### config.mk
export PLATFORM = sky130hd
export DESIGN_NAME = mmp_ctrl
export DESIGN_NICKNAME = d
export VERILOG_FILES = /design/src/design/mmp_pkg.sv /design/src/design/mmp_ctrl.sv
export SDC_FILE = /design/constraint.sdc
export NUM_CORES = 1
export LEC_CHECK = 0
export BUFFER_PORTS_ARGS = -buffer_cell sky130_fd_sc_hd__buf_4
export CAP_MARGIN = 20
export CORE_MARGIN = 8
export CORE_UTILIZATION = 45
export DETAILED_ROUTE_END_ITERATION = 6
export PLACE_DENSITY = 0.64
export SLEW_MARGIN = 15
export SYNTH_ARGS = -nofsm -noshare
export SYNTH_HDL_FRONTEND = slang
export SYNTH_SLANG_ARGS = --single-unit
### constraint.sdc
create_clock -name i_clk -period 5 [get_ports i_clk]
set_clock_uncertainty 0.2 [all_clocks]
set_input_delay 0.25 -clock i_clk [delete_from_list [all_inputs] [get_ports i_clk]]
set_output_delay 0.25 -clock i_clk [all_outputs]
set_load 0.01 [all_outputs]
### src/design/mmp_pkg.sv
// mmp_pkg: shared constants, codes and control types of the modular matrix power unit
// no dependencies
`timescale 1ns / 1ps
`default_nettype none

package mmp_pkg;

    // default sizes
    localparam int MAX_DIM_DEF    = 8;
    localparam int VALUE_BITS_DEF = 31;

    // fixed field widths
    localparam int POS_BITS     = 3;
    localparam int EXP_BITS     = 31;
    localparam int DIM_BITS     = 4;
    localparam int CFG_IDX_BITS = 1;

    // register reset values
    localparam int MOD_RESET = 1000000007;
    localparam int DIM_RESET = 2;

    // configuration register indexes
    localparam logic [CFG_IDX_BITS-1:0] REG_MODULUS = 1'd0;
    localparam logic [CFG_IDX_BITS-1:0] REG_DIM     = 1'd1;

    // regions of the matrix memory
    typedef enum logic [1:0] {
        RGN_BASE,
        RGN_ACC,
        RGN_SQR,
        RGN_TMP
    } t_region;

    // source of memory write data
    typedef enum logic [2:0] {
        WS_ZERO,
        WS_ONE,
        WS_RED,
        WS_RDATA,
        WS_ACC
    } t_wsel;

    // controller states
    typedef enum logic [4:0] {
        ST_CLEAR,
        ST_IDLE,
        ST_LD_GO,
        ST_LD_WAIT,
        ST_INIT,
        ST_CP_RD,
        ST_CP_WR,
        ST_STEP,
        ST_MM_RDA,
        ST_MM_RDB,
        ST_MM_GO,
        ST_MM_ST,
        ST_MM_WAIT,
        ST_MM_WR,
        ST_OUT_RD,
        ST_OUT_LD
    } t_state;

    // commands from controller to datapath
    typedef struct packed {
        logic                in_ready;
        logic                ram_we;
        t_wsel               wsel;
        logic                mm_start;
        logic                mm_reduce;
        logic                opa_cap;
        logic                opb_cap;
        logic                acc_clr;
        logic                acc_add;
        logic                exp_shift;
        logic                out_load;
        logic [POS_BITS-1:0] out_row;
        logic [POS_BITS-1:0] out_col;
        logic                out_last;
    } t_cmd;

    // status from datapath to controller
    typedef struct packed {
        logic                in_valid;
        logic                in_last;
        logic                pos_ok;
        logic [POS_BITS-1:0] row;
        logic [POS_BITS-1:0] col;
        logic                mm_done;
        logic                exp_zero;
        logic                exp_bit0;
        logic                out_free;
        logic [DIM_BITS-1:0] dim;
    } t_sts;

endpackage

`default_nettype wire

### src/design/mmp_ctrl.sv
// mmp_ctrl: sequencer for loading, square-and-multiply, matrix products and result output
// depends on mmp_pkg
`timescale 1ns / 1ps
`default_nettype none

module mmp_ctrl
    import mmp_pkg::*;
#(
    parameter int MAX_DIM = MAX_DIM_DEF
) (
    input  wire logic                                 i_clk,
    input  wire logic                                 i_rst_n,
    input  wire t_sts                                 i_sts,
    output      t_cmd                                 o_cmd,
    output      logic [$clog2(4*MAX_DIM*MAX_DIM)-1:0] o_raddr,
    output      logic [$clog2(4*MAX_DIM*MAX_DIM)-1:0] o_waddr
);
    localparam int CELLS = MAX_DIM * MAX_DIM;
    localparam int AW    = $clog2(4 * CELLS);

    t_state              r_state, n_state;
    logic [DIM_BITS-1:0] r_i, n_i, r_j, n_j, r_k, n_k;
    t_region             r_a, n_a, r_b, n_b, r_d, n_d, r_src, n_src, r_dst, n_dst;
    logic                r_phase, n_phase;
    logic [DIM_BITS-1:0] last_idx;
    logic                last_j, last_cell, clr_last_j, clr_last;

    function automatic logic [AW-1:0] f_addr(t_region rg, logic [DIM_BITS-1:0] row,
                                             logic [DIM_BITS-1:0] col);
        return AW'(int'(rg) * CELLS + int'(row) * MAX_DIM + int'(col));
    endfunction

    // state and counters
    always_ff @(posedge i_clk) begin
        if (!i_rst_n) begin
            r_state <= ST_CLEAR;
            r_i     <= '0;
            r_j     <= '0;
            r_k     <= '0;
            r_phase <= 1'b0;
            r_a     <= RGN_ACC;
            r_b     <= RGN_SQR;
            r_d     <= RGN_ACC;
            r_src   <= RGN_BASE;
            r_dst   <= RGN_SQR;
        end else begin
            r_state <= n_state;
            r_i     <= n_i;
            r_j     <= n_j;
            r_k     <= n_k;
            r_phase <= n_phase;
            r_a     <= n_a;
            r_b     <= n_b;
            r_d     <= n_d;
            r_src   <= n_src;
            r_dst   <= n_dst;
        end
    end

    // next state and commands
    always_comb begin
        last_idx   = i_sts.dim - 1'b1;
        last_j     = (r_j == last_idx);
        last_cell  = last_j && (r_i == last_idx);
        clr_last_j = (r_j == DIM_BITS'(MAX_DIM - 1));
        clr_last   = clr_last_j && (r_i == DIM_BITS'(MAX_DIM - 1));

        n_state = r_state;
        n_i     = r_i;
        n_j     = r_j;
        n_k     = r_k;
        n_phase = r_phase;
        n_a     = r_a;
        n_b     = r_b;
        n_d     = r_d;
        n_src   = r_src;
        n_dst   = r_dst;
        o_cmd   = '0;
        o_cmd.wsel = WS_ZERO;
        o_raddr = f_addr(r_src, r_i, r_j);
        o_waddr = f_addr(r_dst, r_i, r_j);

        unique case (r_state)
            // clearing pass over the base region after reset
            ST_CLEAR: begin
                o_cmd.ram_we = 1'b1;
                o_waddr      = f_addr(RGN_BASE, r_i, r_j);
                n_j          = clr_last_j ? '0 : r_j + 1'b1;
                if (clr_last_j) begin
                    n_i = r_i + 1'b1;
                end
                if (clr_last) begin
                    n_i     = '0;
                    n_state = ST_IDLE;
                end
            end
            ST_IDLE: begin
                o_cmd.in_ready = 1'b1;
                if (i_sts.in_valid) begin
                    n_state = ST_LD_GO;
                end
            end
            // reduce the entry modulo the modulus
            ST_LD_GO: begin
                o_cmd.mm_start  = 1'b1;
                o_cmd.mm_reduce = 1'b1;
                n_state         = ST_LD_WAIT;
            end
            ST_LD_WAIT: begin
                o_cmd.mm_reduce = 1'b1;
                o_waddr = f_addr(RGN_BASE, DIM_BITS'(i_sts.row), DIM_BITS'(i_sts.col));
                if (i_sts.mm_done) begin
                    o_cmd.ram_we = i_sts.pos_ok;
                    o_cmd.wsel   = WS_RED;
                    n_i          = '0;
                    n_j          = '0;
                    n_state      = i_sts.in_last ? ST_INIT : ST_IDLE;
                end
            end
            // accumulator starts as the identity
            ST_INIT: begin
                o_cmd.ram_we = 1'b1;
                o_cmd.wsel   = (r_i == r_j) ? WS_ONE : WS_ZERO;
                o_waddr      = f_addr(RGN_ACC, r_i, r_j);
                n_j          = last_j ? '0 : r_j + 1'b1;
                if (last_j) begin
                    n_i = r_i + 1'b1;
                end
                if (last_cell) begin
                    n_i     = '0;
                    n_src   = RGN_BASE;
                    n_dst   = RGN_SQR;
                    n_phase = 1'b0;
                    n_state = ST_CP_RD;
                end
            end
            // region copy, a read state then a write state per cell
            ST_CP_RD: begin
                n_state = ST_CP_WR;
            end
            ST_CP_WR: begin
                o_cmd.ram_we = 1'b1;
                o_cmd.wsel   = WS_RDATA;
                n_j          = last_j ? '0 : r_j + 1'b1;
                n_state      = ST_CP_RD;
                if (last_j) begin
                    n_i = r_i + 1'b1;
                end
                if (last_cell) begin
                    n_i     = '0;
                    n_state = ST_STEP;
                end
            end
            // one square-and-multiply decision
            ST_STEP: begin
                n_i = '0;
                n_j = '0;
                n_k = '0;
                o_cmd.acc_clr = 1'b1;
                n_state = ST_MM_RDA;
                if (r_phase) begin
                    n_a = RGN_SQR;
                    n_b = RGN_SQR;
                    n_d = RGN_SQR;
                    o_cmd.exp_shift = 1'b1;
                    n_phase = 1'b0;
                end else if (i_sts.exp_zero) begin
                    n_state = ST_OUT_RD;
                end else if (i_sts.exp_bit0) begin
                    n_a = RGN_ACC;
                    n_b = RGN_SQR;
                    n_d = RGN_ACC;
                    n_phase = 1'b1;
                end else begin
                    n_a = RGN_SQR;
                    n_b = RGN_SQR;
                    n_d = RGN_SQR;
                    o_cmd.exp_shift = 1'b1;
                end
            end
            // matrix product into the scratch region
            ST_MM_RDA: begin
                o_raddr = f_addr(r_a, r_i, r_k);
                n_state = ST_MM_RDB;
            end
            ST_MM_RDB: begin
                o_raddr       = f_addr(r_b, r_k, r_j);
                o_cmd.opa_cap = 1'b1;
                n_state       = ST_MM_GO;
            end
            ST_MM_GO: begin
                o_raddr       = f_addr(r_b, r_k, r_j);
                o_cmd.opb_cap = 1'b1;
                n_state       = ST_MM_ST;
            end
            ST_MM_ST: begin
                o_cmd.mm_start = 1'b1;
                n_state        = ST_MM_WAIT;
            end
            ST_MM_WAIT: begin
                if (i_sts.mm_done) begin
                    o_cmd.acc_add = 1'b1;
                    if (r_k == last_idx) begin
                        n_state = ST_MM_WR;
                    end else begin
                        n_k     = r_k + 1'b1;
                        n_state = ST_MM_RDA;
                    end
                end
            end
            ST_MM_WR: begin
                o_cmd.ram_we  = 1'b1;
                o_cmd.wsel    = WS_ACC;
                o_waddr       = f_addr(RGN_TMP, r_i, r_j);
                o_cmd.acc_clr = 1'b1;
                n_k           = '0;
                n_j           = last_j ? '0 : r_j + 1'b1;
                n_state       = ST_MM_RDA;
                if (last_j) begin
                    n_i = r_i + 1'b1;
                end
                if (last_cell) begin
                    n_i     = '0;
                    n_src   = RGN_TMP;
                    n_dst   = r_d;
                    n_state = ST_CP_RD;
                end
            end
            // result items in row-major order
            ST_OUT_RD: begin
                o_raddr = f_addr(RGN_ACC, r_i, r_j);
                n_state = ST_OUT_LD;
            end
            ST_OUT_LD: begin
                o_raddr = f_addr(RGN_ACC, r_i, r_j);
                if (i_sts.out_free) begin
                    o_cmd.out_load = 1'b1;
                    o_cmd.out_row  = r_i[POS_BITS-1:0];
                    o_cmd.out_col  = r_j[POS_BITS-1:0];
                    o_cmd.out_last = last_cell;
                    n_j            = last_j ? '0 : r_j + 1'b1;
                    n_state        = ST_OUT_RD;
                    if (last_j) begin
                        n_i = r_i + 1'b1;
                    end
                    if (last_cell) begin
                        n_i     = '0;
                        n_state = ST_IDLE;
                    end
                end
            end
            default: begin
                n_state = ST_IDLE;
            end
        endcase
    end
endmodule

`default_nettype wire

# Word level (Yosys, flattened, before mapping)
# Cells that the tools add are included.
[op_classes] add_sub_neg=18 eq_ne=31 n_mux=64 n_reduce_logical=21
[ops] op="$pmux W5 S16" count=1
[ops] op="$mux W4" count=14
[ops] op="$add A8 B4 Y8" count=6
[ops] op="$eq A5 B4 Y1 const B" count=8
[ops] op="$pmux W4 S5" count=2
[ops] op="$add A8 B7 Y8" count=4
[ops] op="$pmux W8 S4" count=1
[ops] op="$mux W5" count=6
[ops] op="$pmux W8 S3" count=1
[ops] op="$eq A5 B3 Y1 const B" count=4
[ops] op="$mux W2" count=10
[ops] op="$mux W1" count=17
[ops] op="$eq A4 B4 Y1" count=4
[ops] op="$mux W8" count=2
[ops] op="$ne A2 B2 Y1 const B" count=8
[ops] op="$add A4 B1 Y4 const B" count=3
[ops] op="$mux W3" count=4
[ops] op="$pmux W3 S4" count=1
[ops] op="$eq A5 B2 Y1 const B" count=2
[ops] op="$reduce_or A2 Y1" count=5
[ops] op="$reduce_and A3 Y1" count=3
[ops] op="$add A7 B4 Y8" count=1
[ops] op="$add A7 B7 Y8 const A" count=1
[ops] op="$add A8 B7 Y8 const A" count=1
[ops] op="18 further kinds" count=25
[totals] ff_bits=26 word_cells=143

# Longest topological paths before layout
[depth] ltp_word=6 mapped_depth=9 ltp_nobuf=8

# Worst setup path before layout
# Ideal clock, no wire load.
[synth_timing] path_type="input to register" startpoint="input port i_sts[0] in the netlist's numbering" endpoint="register r_state[1]" arrival_time_ns=2.029 t_required_ns=4.685 path_slack_ns=2.657 cell_stages=9 n_path_buf=1 cell_sequence="clkbuf_1 > inv_1 > ha_1 > xnor2_1 > nor3_4 > and4bb_4 > mux2i_1 > a21oi_1 > o21a_1"
[synth_between] elab_chain_len=6 elab_cells_between_ends=10 cone_classes="1 x add/sub; 3 x eq/ne; 4 x mux; 2 x reduce/logical"
[synth_lines] item="from (decl)" line="mmp_ctrl.sv:13" rtl="input wire t_sts i_sts,"
[synth_lines] item="$sub A4 B1 Y4 *" line="mmp_ctrl.sv:62" rtl="last_idx = i_sts.dim - 1'b1;"
[synth_lines] item="$eq A4 B4 Y1 (on tied branches)" line="mmp_ctrl.sv:63, mmp_ctrl.sv:64"
[synth_lines] item="$logic_and A1 B1 Y1 *" line="mmp_ctrl.sv:64" rtl="last_cell = last_j && (r_i == last_idx);"
[synth_lines] item="$mux W4" line="mmp_ctrl.sv:246" rtl="if (last_cell) begin"
[synth_lines] item="$mux W5" line="mmp_ctrl.sv:236" rtl="if (i_sts.out_free) begin"
[synth_lines] item="$pmux W5 S16" line="mmp_ctrl.sv:83" rtl="unique case (r_state)"
[synth_lines] item="to (signal assigned)" line="mmp_ctrl.sv:47" rtl="r_state <= n_state;"
[synth_lines] item="to (decl)" line="mmp_ctrl.sv:21" rtl="t_state r_state, n_state;"
# Every way passes the cells marked *; elsewhere a longest branch is shown, timed or not. The select of a mux whose other input is x is not followed.
# A chain may end at the register's enable or synchronous reset.

# Worst setup path after layout
[layout_timing] startpoint="register r_state[3]" endpoint="output port o_raddr[2]"
[layout_between] elab_chain_len=3 elab_cells_between_ends=8 cone_classes="5 x eq/ne; 1 x mux; 2 x reduce/logical"
[layout_lines] item="$eq A5 B4 Y1 (on tied branches)"
[layout_lines] item="$reduce_or A2 Y1 (no source line)"
[layout_lines] item="$pmux W8 S3 *" line="mmp_ctrl.sv:83"
[layout_lines] item="to (decl)" line="mmp_ctrl.sv:15" rtl="output logic [$clog2(4*MAX_DIM*MAX_DIM)-1:0] o_raddr,"
# Every way passes the cells marked *; elsewhere a longest branch is shown, timed or not.

==> flow_summary.toml <==
[status]
status = "complete, no violations"

[critical_path]
r2r-end = "r_j[3]$_SDFFE_PN0P_"
r2r_slack_ps = 2390
critPathLaunch = "r_state[3]$_SDFFE_PN0P_"
endpoint_kind = "output port"
endpoint = "o_raddr[2]"
rr_worst_depth = 6
crit_fanout = 28
rr_startpoint = "r_state[3]$_SDFFE_PN0P_"
cp.arrival_ps = 2680
critPathRequiredTime_ps = 4550
startpoint_type = "register"
crit_type = "register to output port"

[logic_synthesis]
post_synth_num_cell_types = 63
syn-num-nets = 373
synth_seq_cells = 22
yosys_warnings = 0
yosys.area_share.xor_xnor_pct = 14.2
async_flop_share_pct = 0
postSynthCellCount = 341
synth_top_family_by_area = "simple AND/OR/NAND/NOR gates"
synth_seq_area_share_pct = 17.3
synth-adder-area-share_pct = 6.40
synth-main-ff-cell = "dfxtp_1"
syn-cell-area_um2 = 2540
syn-mean-instance-area_um2 = 7.45
muxShareOfSynthArea_pct = 6.06
synth_edf_count = 0
synthSimpleGateAreaFrac_pct = 29.9
synth_compound_area_share_pct = 21.0

[finish]
drive_above_1_share_pct = 22.5
final_core_util_pct = 54.8
n_fill_cell = 565
multi_input_area_um2 = 1970
area_delta_synth_final_pct = 18.1
antenna_cells = 0
mostFrequentLayoutCells = "buf_4 (57), nand2_1 (35), nor2_1 (33)"
nNetsFinal = 412
final_common_cell = "buf_4"
area.sequential_um2 = 440

[job]
maxCapViolCount = 0

[clocking]
cts_sinks = 22
clock_latency_ps = 270
clk_pin_slew_worst_paths_ps = 90
cts_tree = "yes"
cts_max_level = 1
cts-resized-gates = 0
postCtsSetupBuffers = 0
cts_buffer_depth = 2
cts_hold_buf = 0
root_buffer = "clkbuf_8"
numCtsBuffers = 3

[timing]
fin_crit_sh_pct = 62.6
worst_pin_slew_ps = 867
fmaxAchievable_mhz = 319
fin_crit_ps = 3130
hold_slack_ps = 90.4
setup_viol = 0
fin_setup_tns_ps = 0
report.final.slew_viol_count = 0
hold_violations = 0
rsz0062_at_grt = "no"
slew_headroom_pct = 42.1
worst_slack_ps = 1870

[power]
p_total_uw = 771
vdd_ir_drop_max_uv = 167
power-per-cell-area_nw_per_um2 = 257
p_leak_nw = 1.30

[worst_hold_path]
holdPathStages = 2
hp-class = "primary input to register"

[place]
gp_congestion = 0.909
io_buffers = 54
dp_hpwl_um = 5880
place_worst_setup_slack_ps = 2210

[grt]
grt_usage_pct = 18.3
grt-ovfl-total = 0
grt_antenna_before_repair = 0
grt_pass1_wl_um = 12600
grt_max_degree = 34
grt_pass1_vias = 2566

[drt]
routedWlPerCell_um = 16.8
drc_errors = 0
viasPerCell = 5.67
first_iter_violations = 163
ant_nets = 0
drtPass1Iterations = 4
drt-total-wl_um = 7570
vias = 2551

[floorplanning]
die-width_um = 91.1
ios = 55
dieArea_um2 = 8310
core-area_um2 = 5470
die_y_um = 91.1
fp-row-count = 27
start_util_pct = 46.4
[where the power goes]
part           switching, mW  internal (mW)
logic                  0.219          0.203
clock network         0.0631         0.0540
registers             0.0399          0.192
total                  0.322          0.449
[synthesized netlist by cell type (all sizes together) (4+ instances only)]
cell type   n  area share (%)
nand3b      4             1.2
a21boi     11             3.4
nand2      35             5.2
nor2b       9             2.2
o22ai       4            0.98
dfxtp      22              17
ha         13             6.4
o211ai      5             1.5
xor2       16             5.5
o21ai      17             3.3
nand3      18             3.5
or3         4             1.2
inv         8             1.2
nor3       13             3.6
buf        12             2.3
clkbuf     11             1.6
a21oi      21             4.3
and2        8             2.0
mux2       11             4.9
a31oi       4            0.98
xnor2      19             6.8
nor2       33             4.9
[how the worst min path moves through the flow]
stage	end	start	slack, ps
finish	r_d[0]$_SDFFE_PN1P_	i_rst_n	90
global placement	r_dst[0]$_SDFFE_PN0P_	r_dst[0]$_SDFFE_PN0P_	270
floorplan	r_dst[0]$_SDFFE_PN0P_	r_dst[0]$_SDFFE_PN0P_	260
global route	r_d[0]$_SDFFE_PN1P_	i_rst_n	110
CTS	r_d[0]$_SDFFE_PN1P_	i_rst_n	90
detailed placement	r_dst[0]$_SDFFE_PN0P_	r_dst[0]$_SDFFE_PN0P_	280
[through the flow]
stage	std cells	instance area (um2)
after global placement	447	2960
after floorplan	341	2540
final	450	3000
after CTS	450	3000
after detailed placement	447	2960
after global routing	450	3000
[per-layer routing]
metal	track usage (%)	part of all wire, %	up-vias
met5	0	0	-
li1	-	-	1291
met2	30.2	47	61
met4	7.91	3.3	0
met1	22.9	45	1181
met3	3.13	4.8	18
[logic make-up after synthesis]
kind of cell | after synthesis
XOR/XNOR | 37
flip-flops | 22
adder cells (fa/ha/maj) | 13
AO/OA/AOI/OAI | 81
buffers and inverters | 31
multiplexers | 14
AND/OR/NAND/NOR | 143
[registers in the layout, summed over array words and instances, names as in the netlist]
signal   cells
r_d          2
r_dst        2
r_i          4
r_j          4
r_k          4
r_phase      1
r_src        1
r_state      4
[critical path: stages (launching register included)]
cell     delay (ps)
dfxtp_1         900
inv_2           220
nor2_1          220
nand2_1         130
nor2_1          390
mux2_2          390
buf_4           140
[final cells by class]
type                            instances  share of cell area, %
Inverter                                8                   1.00
Multi-Input combinational cell        288                   65.7
Clock buffer                            3                   1.38
Sequential cell                        22                   14.7
Timing Repair Buffer                   57                   14.3
Tap cell                               72                   3.00
Note: power is estimated with default switching activity, not from simulation.
